$ cat src/rtl/core/line_pixel_stepper_macros.svh
// Assertion macros shared by the line pixel stepper RTL.
`ifndef LINE_PIXEL_STEPPER_MACROS_SVH
`define LINE_PIXEL_STEPPER_MACROS_SVH

// Same-cycle implication, checked out of reset.
`define LPS_ASSERT_IMPL(label, ante, cons) \
  label: assert property (@(posedge clk) disable iff (!rst_n) (ante) |-> (cons)) \
    else $error("line_pixel_stepper: same-cycle check failed");

// Next-cycle implication, checked out of reset.
`define LPS_ASSERT_NEXT(label, ante, cons) \
  label: assert property (@(posedge clk) disable iff (!rst_n) (ante) |=> (cons)) \
    else $error("line_pixel_stepper: next-cycle check failed");

`endif

$ cat src/rtl/core/lps_pkg.sv
// Types and constants of the line pixel stepper.
package lps_pkg;

  localparam int COORD_BITS = 10;
  localparam int ERR_BITS   = COORD_BITS + 1;
  localparam int COLOR_BITS = 16;

  localparam logic FUNC_START = 1'b0;
  localparam logic FUNC_STEP  = 1'b1;

  typedef enum logic [1:0] {
    DIR_NONE = 2'd0,
    DIR_POS  = 2'd1,
    DIR_NEG  = 2'd3
  } lps_dir_t;

  typedef struct packed {
    logic                  func;
    logic [COORD_BITS-1:0] x_start;
    logic [COORD_BITS-1:0] y_start;
    logic [COORD_BITS-1:0] x_end;
    logic [COORD_BITS-1:0] y_end;
    logic [COLOR_BITS-1:0] color;
  } lps_in_t;

  typedef struct packed {
    logic [COORD_BITS-1:0] px;
    logic [COORD_BITS-1:0] py;
    logic [COLOR_BITS-1:0] pixel_color;
    logic                  last;
  } lps_out_t;

  typedef struct packed {
    logic load;
    logic advance;
  } lps_axis_ctl_t;

endpackage

$ cat src/rtl/core/lps_axis.sv
// One axis of the line stepper: direction, delta, error accumulator and coordinate.
`include "line_pixel_stepper_macros.svh"

module lps_axis (
  input  logic                          clk,
  input  logic                          rst_n,
  input  lps_pkg::lps_axis_ctl_t        ctl,
  input  logic [lps_pkg::COORD_BITS-1:0] coord_start,
  input  logic [lps_pkg::COORD_BITS-1:0] coord_end,
  input  logic [lps_pkg::COORD_BITS-1:0] span,
  output logic [lps_pkg::COORD_BITS-1:0] mag_load,
  output logic [lps_pkg::COORD_BITS-1:0] cur
);

  logic [lps_pkg::COORD_BITS-1:0] cur_r, cur_nxt;
  logic [lps_pkg::COORD_BITS-1:0] mag_r, mag_nxt;
  logic [lps_pkg::ERR_BITS-1:0]   err_r, err_nxt;
  lps_pkg::lps_dir_t              dir_r, dir_nxt;
  lps_pkg::lps_dir_t              dir_load;
  logic [lps_pkg::ERR_BITS-1:0]   err_sum;
  logic [lps_pkg::COORD_BITS-1:0] cur_moved;

  // Direction and magnitude of a new line along this axis.
  always_comb begin
    if (coord_end > coord_start) begin
      dir_load = lps_pkg::DIR_POS;
      mag_load = coord_end - coord_start;
    end else if (coord_end == coord_start) begin
      dir_load = lps_pkg::DIR_NONE;
      mag_load = '0;
    end else begin
      dir_load = lps_pkg::DIR_NEG;
      mag_load = coord_start - coord_end;
    end
  end

  always_comb begin
    case (dir_r)
      lps_pkg::DIR_POS: cur_moved = cur_r + 1'b1;
      lps_pkg::DIR_NEG: cur_moved = cur_r - 1'b1;
      default:          cur_moved = cur_r;
    endcase
  end

  assign err_sum = err_r + {1'b0, mag_r};

  always_comb begin
    cur_nxt = cur_r;
    mag_nxt = mag_r;
    err_nxt = err_r;
    dir_nxt = dir_r;
    if (ctl.load) begin
      cur_nxt = coord_start;
      mag_nxt = mag_load;
      err_nxt = '0;
      dir_nxt = dir_load;
    end else if (ctl.advance) begin
      // Take a step once the error passes the span.
      if (err_sum > {1'b0, span}) begin
        err_nxt = err_sum - {1'b0, span};
        cur_nxt = cur_moved;
      end else begin
        err_nxt = err_sum;
      end
    end
  end

  always_ff @(posedge clk) begin
    if (!rst_n) begin
      cur_r <= '0;
      mag_r <= '0;
      err_r <= '0;
      dir_r <= lps_pkg::DIR_NONE;
    end else begin
      cur_r <= cur_nxt;
      mag_r <= mag_nxt;
      err_r <= err_nxt;
      dir_r <= dir_nxt;
    end
  end

  assign cur = cur_r;

  `LPS_ASSERT_IMPL(a_err_in_span, 1'b1, err_r <= {1'b0, span})
  `LPS_ASSERT_IMPL(a_mag_in_span, !ctl.load, mag_r <= span)
  `LPS_ASSERT_IMPL(a_dir_matches_mag, 1'b1, (dir_r == lps_pkg::DIR_NONE) == (mag_r == '0))

endmodule

$ cat src/rtl/core/line_pixel_stepper.sv
// Line pixel stepper top level: line setup, pixel count and the result register.
//
// Usage: one valid/ready input channel carries lps_in_t beats. A beat with
// func = start loads both endpoints and the color and produces no result; a
// beat with func = step emits the current pixel of the line on the out_
// channel as one lps_out_t beat, with last set on the final pixel. A line
// from (x0,y0) to (x1,y1) gives max(|dx|,|dy|) + 1 pixels. A step beat while
// no line is armed is consumed and produces nothing. A start beat drops any
// line in progress.
// A step beat's pixel is registered into out_data as the beat is accepted.
// Throughput: one beat per cycle while out_ready stays high; the error update
// of both axes is one add, one compare and one subtract between registers.
// The output register frees in_ready whenever it is empty or being drained,
// so the block keeps pace as long as the receiver takes a pixel every cycle;
// while the receiver stalls with a pixel held, in_ready is low.
// Reset (rst_n low, synchronous) leaves the block idle with no line armed
// and out_valid low.
`include "line_pixel_stepper_macros.svh"

module line_pixel_stepper (
  input  logic             clk,
  input  logic             rst_n,
  input  logic             in_valid,
  output logic             in_ready,
  input  lps_pkg::lps_in_t in_data,
  output logic             out_valid,
  input  logic             out_ready,
  output lps_pkg::lps_out_t out_data
);

  logic                           in_fire;
  logic                           is_start;
  logic                           is_step;
  lps_pkg::lps_axis_ctl_t         axis_ctl;
  logic [lps_pkg::COORD_BITS-1:0] mag_x_load, mag_y_load;
  logic [lps_pkg::COORD_BITS-1:0] cur_x, cur_y;
  logic [lps_pkg::COORD_BITS-1:0] span_r, span_nxt, span_load;
  logic [lps_pkg::ERR_BITS-1:0]   pixels_left_r, pixels_left_nxt;
  logic [lps_pkg::COLOR_BITS-1:0] line_color_r, line_color_nxt;
  logic                           busy_r, busy_nxt;
  logic                           last_px;
  logic                           out_valid_r, out_valid_nxt;
  lps_pkg::lps_out_t              out_data_r, out_data_nxt;

  assign in_ready = !out_valid_r || out_ready;
  assign in_fire  = in_valid && in_ready;
  assign is_start = in_fire && (in_data.func == lps_pkg::FUNC_START);
  assign is_step  = in_fire && (in_data.func == lps_pkg::FUNC_STEP) && busy_r;

  assign axis_ctl.load    = is_start;
  assign axis_ctl.advance = is_step;

  lps_axis u_axis_x (
    .clk         (clk),
    .rst_n       (rst_n),
    .ctl         (axis_ctl),
    .coord_start (in_data.x_start),
    .coord_end   (in_data.x_end),
    .span        (span_r),
    .mag_load    (mag_x_load),
    .cur         (cur_x)
  );

  lps_axis u_axis_y (
    .clk         (clk),
    .rst_n       (rst_n),
    .ctl         (axis_ctl),
    .coord_start (in_data.y_start),
    .coord_end   (in_data.y_end),
    .span        (span_r),
    .mag_load    (mag_y_load),
    .cur         (cur_y)
  );

  assign span_load = (mag_x_load > mag_y_load) ? mag_x_load : mag_y_load;
  assign last_px   = pixels_left_r <= lps_pkg::ERR_BITS'(1);

  always_comb begin
    span_nxt        = span_r;
    pixels_left_nxt = pixels_left_r;
    line_color_nxt  = line_color_r;
    busy_nxt        = busy_r;
    out_data_nxt    = out_data_r;
    out_valid_nxt   = out_valid_r && !out_ready;
    if (is_start) begin
      span_nxt        = span_load;
      pixels_left_nxt = {1'b0, span_load} + 1'b1;
      line_color_nxt  = in_data.color;
      busy_nxt        = 1'b1;
    end else if (is_step) begin
      out_data_nxt.px          = cur_x;
      out_data_nxt.py          = cur_y;
      out_data_nxt.pixel_color = line_color_r;
      out_data_nxt.last        = last_px;
      out_valid_nxt            = 1'b1;
      // Drop the line after its final pixel.
      if (last_px) begin
        pixels_left_nxt = '0;
        busy_nxt        = 1'b0;
      end else begin
        pixels_left_nxt = pixels_left_r - 1'b1;
      end
    end
  end

  always_ff @(posedge clk) begin
    if (!rst_n) begin
      span_r        <= '0;
      pixels_left_r <= '0;
      line_color_r  <= '0;
      busy_r        <= 1'b0;
      out_valid_r   <= 1'b0;
    end else begin
      span_r        <= span_nxt;
      pixels_left_r <= pixels_left_nxt;
      line_color_r  <= line_color_nxt;
      busy_r        <= busy_nxt;
      out_valid_r   <= out_valid_nxt;
    end
  end

  always_ff @(posedge clk) begin
    out_data_r <= out_data_nxt;
  end

  assign out_valid = out_valid_r;
  assign out_data  = out_data_r;

  `LPS_ASSERT_IMPL(a_busy_has_pixels, busy_r, pixels_left_r != '0)
  `LPS_ASSERT_NEXT(a_last_ends_line, is_step && last_px, !busy_r && out_data_r.last)
  `LPS_ASSERT_NEXT(a_idle_step_silent, in_fire && (in_data.func == lps_pkg::FUNC_STEP) && !busy_r,
                   !out_valid_r)

endmodule

$ cat config.mk
export PLATFORM = sky130hd
export DESIGN_NAME = line_pixel_stepper
export DESIGN_NICKNAME = d
export VERILOG_FILES = /design/src/rtl/core/lps_pkg.sv /design/src/rtl/core/lps_axis.sv /design/src/rtl/core/line_pixel_stepper.sv
export VERILOG_INCLUDE_DIRS = /design/src /design/src/rtl/core
export SDC_FILE = /design/constraint.sdc
export NUM_CORES = 1
export LEC_CHECK = 0
export BUFFER_PORTS_ARGS = -buffer_cell sky130_fd_sc_hd__buf_4
export CAP_MARGIN = 20
export CORE_AREA = 2 2 233 143
export DETAILED_ROUTE_END_ITERATION = 10
export DIE_AREA = 0 0 235 145
export SKIP_CTS_REPAIR_TIMING = 1
export SLEW_MARGIN = 20
export SYNTH_ARGS = -nofsm -noshare
export SYNTH_HDL_FRONTEND = slang
export SYNTH_HIERARCHICAL = 1
export SYNTH_SLANG_ARGS = --single-unit
$ cat constraint.sdc
create_clock -name clk -period 6.68 [get_ports clk]
set_input_delay 0.334 -clock clk [delete_from_list [all_inputs] [get_ports clk]]
set_output_delay 0.334 -clock clk [all_outputs]
set_load 0.01 [all_outputs]
==> reports/metrics.cfg, run 1 <==
[outcome]
status=completed

[worst_setup_path]
crit_path_end_kind=flip-flop
critPathMaxFanout=13
crit_chain=buf_4 > inv_1 > ha_1 > a21o_1 > or3_1 > o21ai_2 > nand2_1 > mux2i_2 > a31oi_1 > mux2i_1 > ha_1 > a21oi_1 > o21ai_0 > a2111oi_2 > nor2_1 > buf_4 > o21ai_0 > ha_1 > o21ai_1 > or4_1 > a21oi_1
crit_family=compound AO/OA/AOI/OAI gates
startpoint=in_data[52]
worst-path-buf-inv=3
start_kind=input port
path_common_cell=ha_1
cp_slowest_stage_delay_ns=0.51
path_class=in2reg
cp.arrival_ns=5.99
worst_ep_required_time_ns=7.05
worstReg2RegStart=u_axis_x/mag_r[0]$_SDFFE_PN0P_
slowest_stage=a2111oi_2

[timing]
period_needed_ns=5.622
whs_ns=0.1238
skew_ns=0.01227
report.final.slew_viol_count=0
min_period_over_period_pct=84.16
fmax_ghz=0.1779
setup-violations-final=0
rsz0062_at_grt=false
final-hold-violation-count=0
fin_setup_tns_ns=0
max_slew_margin_pct=33.40
worst_pin_slew_ns=0.9979

[worst_hold_path]
min_from=in_data[39]
hold_class=in2reg

[place]
gp_congestion=0.8988
dp_hpwl_um=23610
port_buffers=99
dp.cells=1770

[floorplan]
dieWidth_um=235
rows=51
pin_count=100
start_util_pct=34.61
die_h_um=145
coreArea_um2=31970
die_area_um2=34080

[yosys]
yosysSeqAreaShare_pct=29.04
yosys_register_bits=142
yosysUniqueCellTypes=94
synthArstFlopShare_pct=0
synth_fp_nets=1473
syn_inst=1295
synth-edff-count=37
synth-main-ff-cell=dfxtp_1
yosys_warnings=6
syn_area_um2=11070
postSynthAreaPerCell_um2=8.545

[clock_tree]
cts_tree=built
htree_levels=4
cts_buffers=17
cts_buffer_depth=2
clockRootBuffer=clkbuf_16
clk_latency_ns=0.44
cts_sinks=142
path_clk_slew_ns=0.06

[pwr]
p_total_mw=3.365
p_leak_nw=5.488
ir_drop_uv=208.4
pwr_density_cell_nw_per_um2=264.6

[grt]
grt_max_degree=46
grt_pass1_wl_um=49510
track_usage_pct=18.10
grt_remaining_overflow=0
grt_pass1_vias=9039
grt_antenna_before_repair=0

[flow_run]
maxCapViolCount=0

[route]
drt-total-wl_um=31090
drtPass1Iterations=5
avgRoutedWirePerCell_um=17.25
drc_errors=0
vias_per_cell=5.440
num_vias=9802
ant_nets=0
drtIter0Drc=717

[cells_and_area]
diodes=0
layout_common_cells=a21oi_1, buf_4, ha_1, dfxtp_1
layout.nets=1543
finalNonFillerCells=1802
area_growth_syn_to_layout_pct=14.93
final_common_cell=a21oi_1
layout-drive-gt1-share_pct=13.43

-- area by class of cell --
type	instances	area (um^2)
Tap cell	424	530.5
Clock inverter	13	186.4
Timing Repair Buffer	109	818.3
Multi-Input combinational cell	990	7132
Fill cell	3237	19250
Sequential cell	142	3213
Inverter	105	394.1
Clock buffer	19	442.9
-- worst min-delay path: stages --
cell and delay [ns]:
buf_4 0.09, nand2_1 0.04, o21ai_1 0.06
-- flip-flops by register name, summed over array words and instances (netlist names) --
name and flops:
u_axis_y/dir_r 2, u_axis_x/mag_r 10, out_valid 1, span_r 10
u_axis_y/err_r 11, line_color_r 16, u_axis_y/cur 10, u_axis_x/dir_r 2
busy_r 1, u_axis_x/err_r 11, u_axis_y/mag_r 10, pixels_left_r 11
out_data 37, u_axis_x/cur 10
-- metrics by stage --
step                utilization (%)  area, um^2  setup WS (ns)
floorplan                         -       11070          1.686
global placement              37.81       12090          1.081
detailed placement            37.81       12090         0.7313
CTS                           39.78       12720          1.192
global route                  39.78       12720         0.6781
finish                        39.78       12720          1.058
-- cell families (layout without fill, tap and decap cells) --
group                      count (synthesis)  count (layout)  synth area share, %
adders and majority gates                117             117                13.91
DFF                                      142             142                29.04
and+or+nand+nor                          371             371                16.87
xor gates and xnor gates                  59              59                4.670
AOI/OAI and AO/OA                        390             390                24.04
muxes                                     53              53                4.873
buffers and inverters                    163             246                6.603
-- power breakdown --
| group | total (mW) | internal [mW] | switching (mW) |
|---|---|---|---|
| clock | 1.04 | 0.637 | 0.404 |
| combinational | 1.33 | 0.517 | 0.814 |
| sequential | 0.993 | 0.941 | 0.0523 |
-- cells in the mapped netlist (all sizes together) (33+ instances only) --
master / n / area share [%]
ha: 107 / 12
edfxtp: 37 / 10
a21oi: 118 / 5.6
dfxtp: 105 / 19
nor3: 33 / 1.7
xnor2: 37 / 2.9
a21o: 38 / 2.6
nand3: 39 / 1.8
nor2: 86 / 2.9
o21ai: 79 / 3.7
nand2: 102 / 3.5
inv: 103 / 3.5
mux2i: 49 / 4.5
-- worst paths after layout --
path	to	slack [ns]	depth (start not counted)
hold / removal	u_axis_y/cur[3]$_SDFFE_PN0P_	0.12	3
hold reg to reg	out_data[5]$_DFFE_PP_	0.43	0
setup / recovery	pixels_left_r[10]$_SDFFE_PN0P_	1.06	21
setup reg to reg	u_axis_x/cur[0]$_SDFFE_PN0P_	1.84	15
-- layer usage --
layer,part of all wire (%),GRT usage (%),vias to the layer above,routed length (um)
met5,0,0,-,0
met4,1.1,4.241,0,333
met3,7.5,4.262,26,2319
met2,38,24.01,330,11880
met1,53,28.61,4585,16560
li1,-,-,4861,-
No activity file was read; power rests on OpenSTA's default activity.
==> run 2: changes to the inputs <==
--- a/config.mk
+++ b/config.mk
@@ -6,11 +6,12 @@
 export SDC_FILE = /design/constraint.sdc
 export NUM_CORES = 1
 export LEC_CHECK = 0
+export ABC_AREA = 1
 export BUFFER_PORTS_ARGS = -buffer_cell sky130_fd_sc_hd__buf_4
 export CAP_MARGIN = 20
-export CORE_AREA = 2 2 233 143
+export CORE_AREA = 2 2 238 146
 export DETAILED_ROUTE_END_ITERATION = 10
-export DIE_AREA = 0 0 235 145
+export DIE_AREA = 0 0 240 148
 export SKIP_CTS_REPAIR_TIMING = 1
 export SLEW_MARGIN = 20
 export SYNTH_ARGS = -nofsm -noshare
==> constraint.sdc (replaced) <==
create_clock -name clk -period 5.08 [get_ports clk]
set_input_delay 0.254 -clock clk [delete_from_list [all_inputs] [get_ports clk]]
set_output_delay 0.254 -clock clk [all_outputs]
set_load 0.01 [all_outputs]
==> reports/metrics.cfg, run 2 <==
[outcome]
status=completed

[worst_setup_path]
worst_ep_required_time_ns=5.45
path_common_cell=nand2_1
critPathMaxFanout=19
start_kind=flip-flop
crit_chain=ha_1 > fa_1 > nand3_1 > nand3_1 > nand2_1 > nand2_1 > xor2_1 > ha_1 > nand2_1 > nand2_1 > a21oi_2 > nand3_2 > nand2_1 > nand2_1 > nand2_2 > nand2_4 > nand3_1 > nand2_1 > nor2_1
crit_path_end_kind=flip-flop
path_class=reg2reg
slowest_stage=fa_1
worst-path-buf-inv=0
cp_slowest_stage_delay_ns=0.47
crit_family=simple AND/OR/NAND/NOR gates
cp.arrival_ns=4.10

[clock_tree]
cts_tree=built
htree_levels=4
path_clk_slew_ns=0.07
cts_buffers=17
cts_sinks=142
clockRootBuffer=clkbuf_16
clk_latency_ns=0.44
cts_buffer_depth=2

[yosys]
yosysUniqueCellTypes=50
synth.area.top_cells=dfxtp_1, nand2_1, ha_1
syn_inst=1658
yosys_register_bits=142
synth_top_area_share_pct=18.24
yosysSeqAreaShare_pct=27.89
synth.largest_area_cell=dfxtp_1
syn_area_um2=11520
synth_compound_area_share_pct=10.22
synth_top_family_by_area=simple AND/OR/NAND/NOR gates
synth_fp_nets=1836
muxShareOfSynthArea_pct=0
synth-edff-count=37
yosys_warnings=6
synth_fa_ha_area_share_pct=13.36
synth_most_common_cell=nand2_1
synthSimpleGateAreaFrac_pct=32.90
synth_commonest_cells=nand2_1, inv_1, nand3_1
synth-main-ff-cell=dfxtp_1
postSynthAreaPerCell_um2=6.950
synthArstFlopShare_pct=0
synthXorXnorAreaFrac_pct=5.245

[timing]
fmax_ghz=0.2683
max_slew_margin_pct=40.97
whs_ns=0.07434
setup-violations-final=0
report.final.slew_viol_count=0
fin_setup_tns_ns=0
min_period_over_period_pct=73.37
rsz0062_at_grt=false
fin_ws_ns=1.353
final-hold-violation-count=0
period_needed_ns=3.727
worst_pin_slew_ns=0.8833
skew_ns=0.01148

[grt]
grt_pass1_wl_um=52600
grt_max_degree=38
grt_antenna_before_repair=0
grt_remaining_overflow=0
grt_pass1_vias=9667
track_usage_pct=18.89

[pwr]
p_total_mw=4.208
pwr_density_cell_nw_per_um2=318.2
ir_drop_uv=252.8
p_leak_nw=6.733

[place]
port_buffers=99
postPlaceCellArea_um2=12650
dp_slack_ns=0.9785
dp_hpwl_um=26010
dp.cells=2179
gp_congestion=0.9391

[cells_and_area]
final_area_um2=13220
finalNonFillerCells=2211
diodes=0
layout-drive-gt1-share_pct=12.73
multi_input_area_um2=7122
final_core_utilization_pct=39.70
layout_common_cells=nand2_1, inv_1, nand3_1, ha_1, dfxtp_1
largest_register_ff_count=37
area_growth_syn_to_layout_pct=14.77
seq_area_um2=3213
final_common_cell=nand2_1
fillers=3529
layout.nets=1917

[floorplan]
pin_count=100
die_area_um2=35520
rows=52
start_util_pct=34.59
dieWidth_um=240
coreArea_um2=33310
die_h_um=148

[route]
avgRoutedWirePerCell_um=15.10
drtIter0Drc=967
num_vias=10786
ant_nets=0
drtPass1Iterations=8
vias_per_cell=4.878
drc_errors=0
drt-total-wl_um=33390

[flow_run]
maxCapViolCount=0

[worst_hold_path]
hold_class=in2reg

[run 2: layout make-up]
type	instances	area share [%]
clock inverter	15	1.135
clock buffer	17	3.217
tap	459	4.343
multi-input combinational	1219	53.86
sequential	142	24.30
inverter	255	7.248
timing repair buffer	104	5.904
[run 2: cells by family (layout without fill, tap and decap cells)]
kind of cell	count (synthesis)	after routing
simple gates	828	828
fa+ha+maj	117	117
compound gates	205	205
flops	142	142
xor+xnor	69	69
buf+inv	297	391
[run 2: report_power, final]
| part | total (mW) | internal, mW | leakage, nW | switching [mW] |
|---|---|---|---|---|
| sequential | 1.27 | 1.22 | 1.19 | 0.0530 |
| combinational | 1.69 | 0.544 | 5.27 | 1.14 |
| clock | 1.25 | 0.651 | 0.273 | 0.597 |
[run 2: routing by layer]
layer	share of wire (%)	track usage (%)	vias up
met2	36	24.16	349
li1	-	-	5546
met1	57	31.29	4873
met3	6.9	3.585	18
met5	0	0	-
met4	0.65	3.820	0
[run 2: worst min-delay path: cells and delay by family]
family | cells | cell delay [ns]
and+or+nand+nor | 2 | 0.14
buffers and inverters | 1 | 0.09
[run 2: path summary, 6_finish.rpt]
kind / from / to / slack, ns / cells after the start
worst min register to register: line_color_r[11]$_SDFFE_PN0P_ / out_data[12]$_DFFE_PP_ / 0.43 / 0
worst min-delay path: in_data[40] / u_axis_y/cur[4]$_SDFFE_PN0P_ / 0.07 / 3
worst max-delay path: u_axis_y/mag_r[0]$_SDFFE_PN0P_ / u_axis_y/err_r[9]$_SDFFE_PP0P_ / 1.35 / 19
worst max register to register: u_axis_y/mag_r[0]$_SDFFE_PN0P_ / u_axis_y/err_r[9]$_SDFFE_PP0P_ / 1.35 / 19
==> run 3: changes to the inputs <==
--- a/config.mk
+++ b/config.mk
@@ -6,12 +6,12 @@
 export SDC_FILE = /design/constraint.sdc
 export NUM_CORES = 1
 export LEC_CHECK = 0
-export ABC_AREA = 1
+export ABC_AREA = 0
 export BUFFER_PORTS_ARGS = -buffer_cell sky130_fd_sc_hd__buf_4
 export CAP_MARGIN = 20
-export CORE_AREA = 2 2 238 146
+export CORE_AREA = 2 2 233 143
 export DETAILED_ROUTE_END_ITERATION = 10
-export DIE_AREA = 0 0 240 148
+export DIE_AREA = 0 0 235 145
 export SKIP_CTS_REPAIR_TIMING = 1
 export SLEW_MARGIN = 20
 export SYNTH_ARGS = -nofsm -noshare
==> constraint.sdc (replaced) <==
create_clock -name clk -period 3.6 [get_ports clk]
set_input_delay 0.18 -clock clk [delete_from_list [all_inputs] [get_ports clk]]
set_output_delay 0.18 -clock clk [all_outputs]
set_load 0.01 [all_outputs]
==> reports/metrics.cfg, run 3 (synthesized netlist as in run 1, its figures left out) <==
[outcome]
violations=hold timing, setup timing
status=finished, violations left

[cells_and_area]
area_growth_syn_to_layout_pct=42.65
diodes=0
largest_register_ff_count=37
finalNonFillerCells=2057
layout-drive-gt1-share_pct=34.72
fillers=2976
final_common_cell=buf_4
layout.nets=1798
layout_common_cells=buf_4, dfxtp_1, nand2_1, inv_1, ha_1
final_area_um2=15790

[worst_hold_path]
min_from=in_data[12]
hold_class=in2reg
whs_path_depth=3

[worst_setup_path]
startpoint=in_data[39]
critPathMaxFanout=8
worstReg2RegStart=u_axis_x/mag_r[0]$_SDFFE_PN0P_
start_kind=input port
crit_path_end_kind=flip-flop
cp.arrival_ns=4.42
path_class=in2reg
rr_worst_depth=16
worst_ep_required_time_ns=3.98

[grt]
grt_antenna_before_repair=0
track_usage_pct=19.40
grt_pass1_vias=10096
grt_max_degree=45
grt_pass1_wl_um=53440
grt_remaining_overflow=0

[floorplan]
dieWidth_um=235
die_area_um2=34080
rows=51
pin_count=100
die_h_um=145
coreArea_um2=31970
start_util_pct=34.61

[timing]
worst_pin_slew_ns=0.8848
rsz0062_at_grt=true
setup-violations-final=38
final-hold-violation-count=1
fmax_ghz=0.2477
max_slew_margin_pct=39.49
fin_ws_ns=-0.4372
period_needed_ns=4.037
report.final.slew_viol_count=0
whs_ns=-0.002635
min_period_over_period_pct=112.1
skew_ns=0.01101

[clock_tree]
clk_latency_ns=0.45
path_clk_slew_ns=0.06
clockRootBuffer=clkbuf_16
htree_levels=4
cts_tree=built
cts_sinks=142
cts_buffers=17
cts_buffer_depth=2

[route]
wl_met2_um=14150
vias_per_cell=5.287
drc_errors=0
drt-total-wl_um=35210
num_vias=10875
drtIter0Drc=706
wirelength_met1_um=18370
drtPass1Iterations=5
avgRoutedWirePerCell_um=17.12
ant_nets=0
highest_layer=met4
met3_length_um=2369

[pwr]
ir_drop_uv=414.6
p_leak_nw=6.853
pwr_density_cell_nw_per_um2=480.7

[place]
port_buffers=99
gp_congestion=0.9193
dp_hpwl_um=26580
postPlaceCellArea_um2=13800
dp.cells=1977

[flow_run]
maxCapViolCount=0

-- run 3: path summary, 6_finish.rpt --
path,endpoint,slack (ns)
setup reg to reg,u_axis_x/cur[7]$_SDFFE_PN0P_,-0.17
hold / removal,line_color_r[12]$_SDFFE_PN0P_,-0.003
setup / recovery,pixels_left_r[10]$_SDFFE_PN0P_,-0.44
hold reg to reg,out_data[4]$_DFFE_PP_,0.43
-- run 3: area by class of cell --
class | count | area [um^2] | area share, %
Clock buffer | 18 | 439.2 | 2.782
Clock inverter | 14 | 121.4 | 0.7689
Inverter | 105 | 405.4 | 2.568
Multi-Input combinational cell | 990 | 8103 | 51.33
Sequential cell | 142 | 3218 | 20.39
Tap cell | 424 | 530.5 | 3.361
Timing Repair Buffer | 364 | 2968 | 18.80
-- run 3: critical path, cell delays in order --
cell and delay (ns):
buf_4 0.11, inv_1 0.10, ha_4 0.24, a21oi_4 0.17, a21oi_2 0.10, or4b_4 0.56
a21oi_4 0.35, buf_6 0.17, buf_4 0.11, a22o_4 0.12, inv_2 0.04, ha_1 0.30
nand4_1 0.19, nor2b_4 0.07, a2111o_1 0.56, nand2_4 0.15, mux2_4 0.31, or4_4 0.48
a21oi_2 0.12
-- run 3: through the flow --
stage	total power, mW	util (%)	hold slack (ns)	TNS, ns	setup WS [ns]
2_1_floorplan	3.804	-	0.2946	-3.747	-0.6483
3_3_place_gp	4.924	43.18	0.4129	-17.98	-0.8818
3_5_place_dp	4.955	43.18	0.4160	-20.34	-0.9972
4_1_cts	6.699	44.93	-0.05249	-11.61	-0.5354
5_1_grt	8.022	49.38	0.01263	-12.03	-0.5665
6_report	7.588	49.38	-0.002635	-5.858	-0.4372
-- run 3: report_power, final --
part           switching, mW  leakage [nW]  internal, mW
clock network          0.791         0.261         0.920
registers             0.0976          1.22          1.75
logic                   2.07          5.37          1.96
-- run 3: routing by layer --
metal / vias to the layer above / GRT usage [%]
met5: - / 0
met4: 0 / 3.639
met3: 22 / 4.909
met2: 294 / 26.49
met1: 5182 / 30.17
li1: 5377 / -
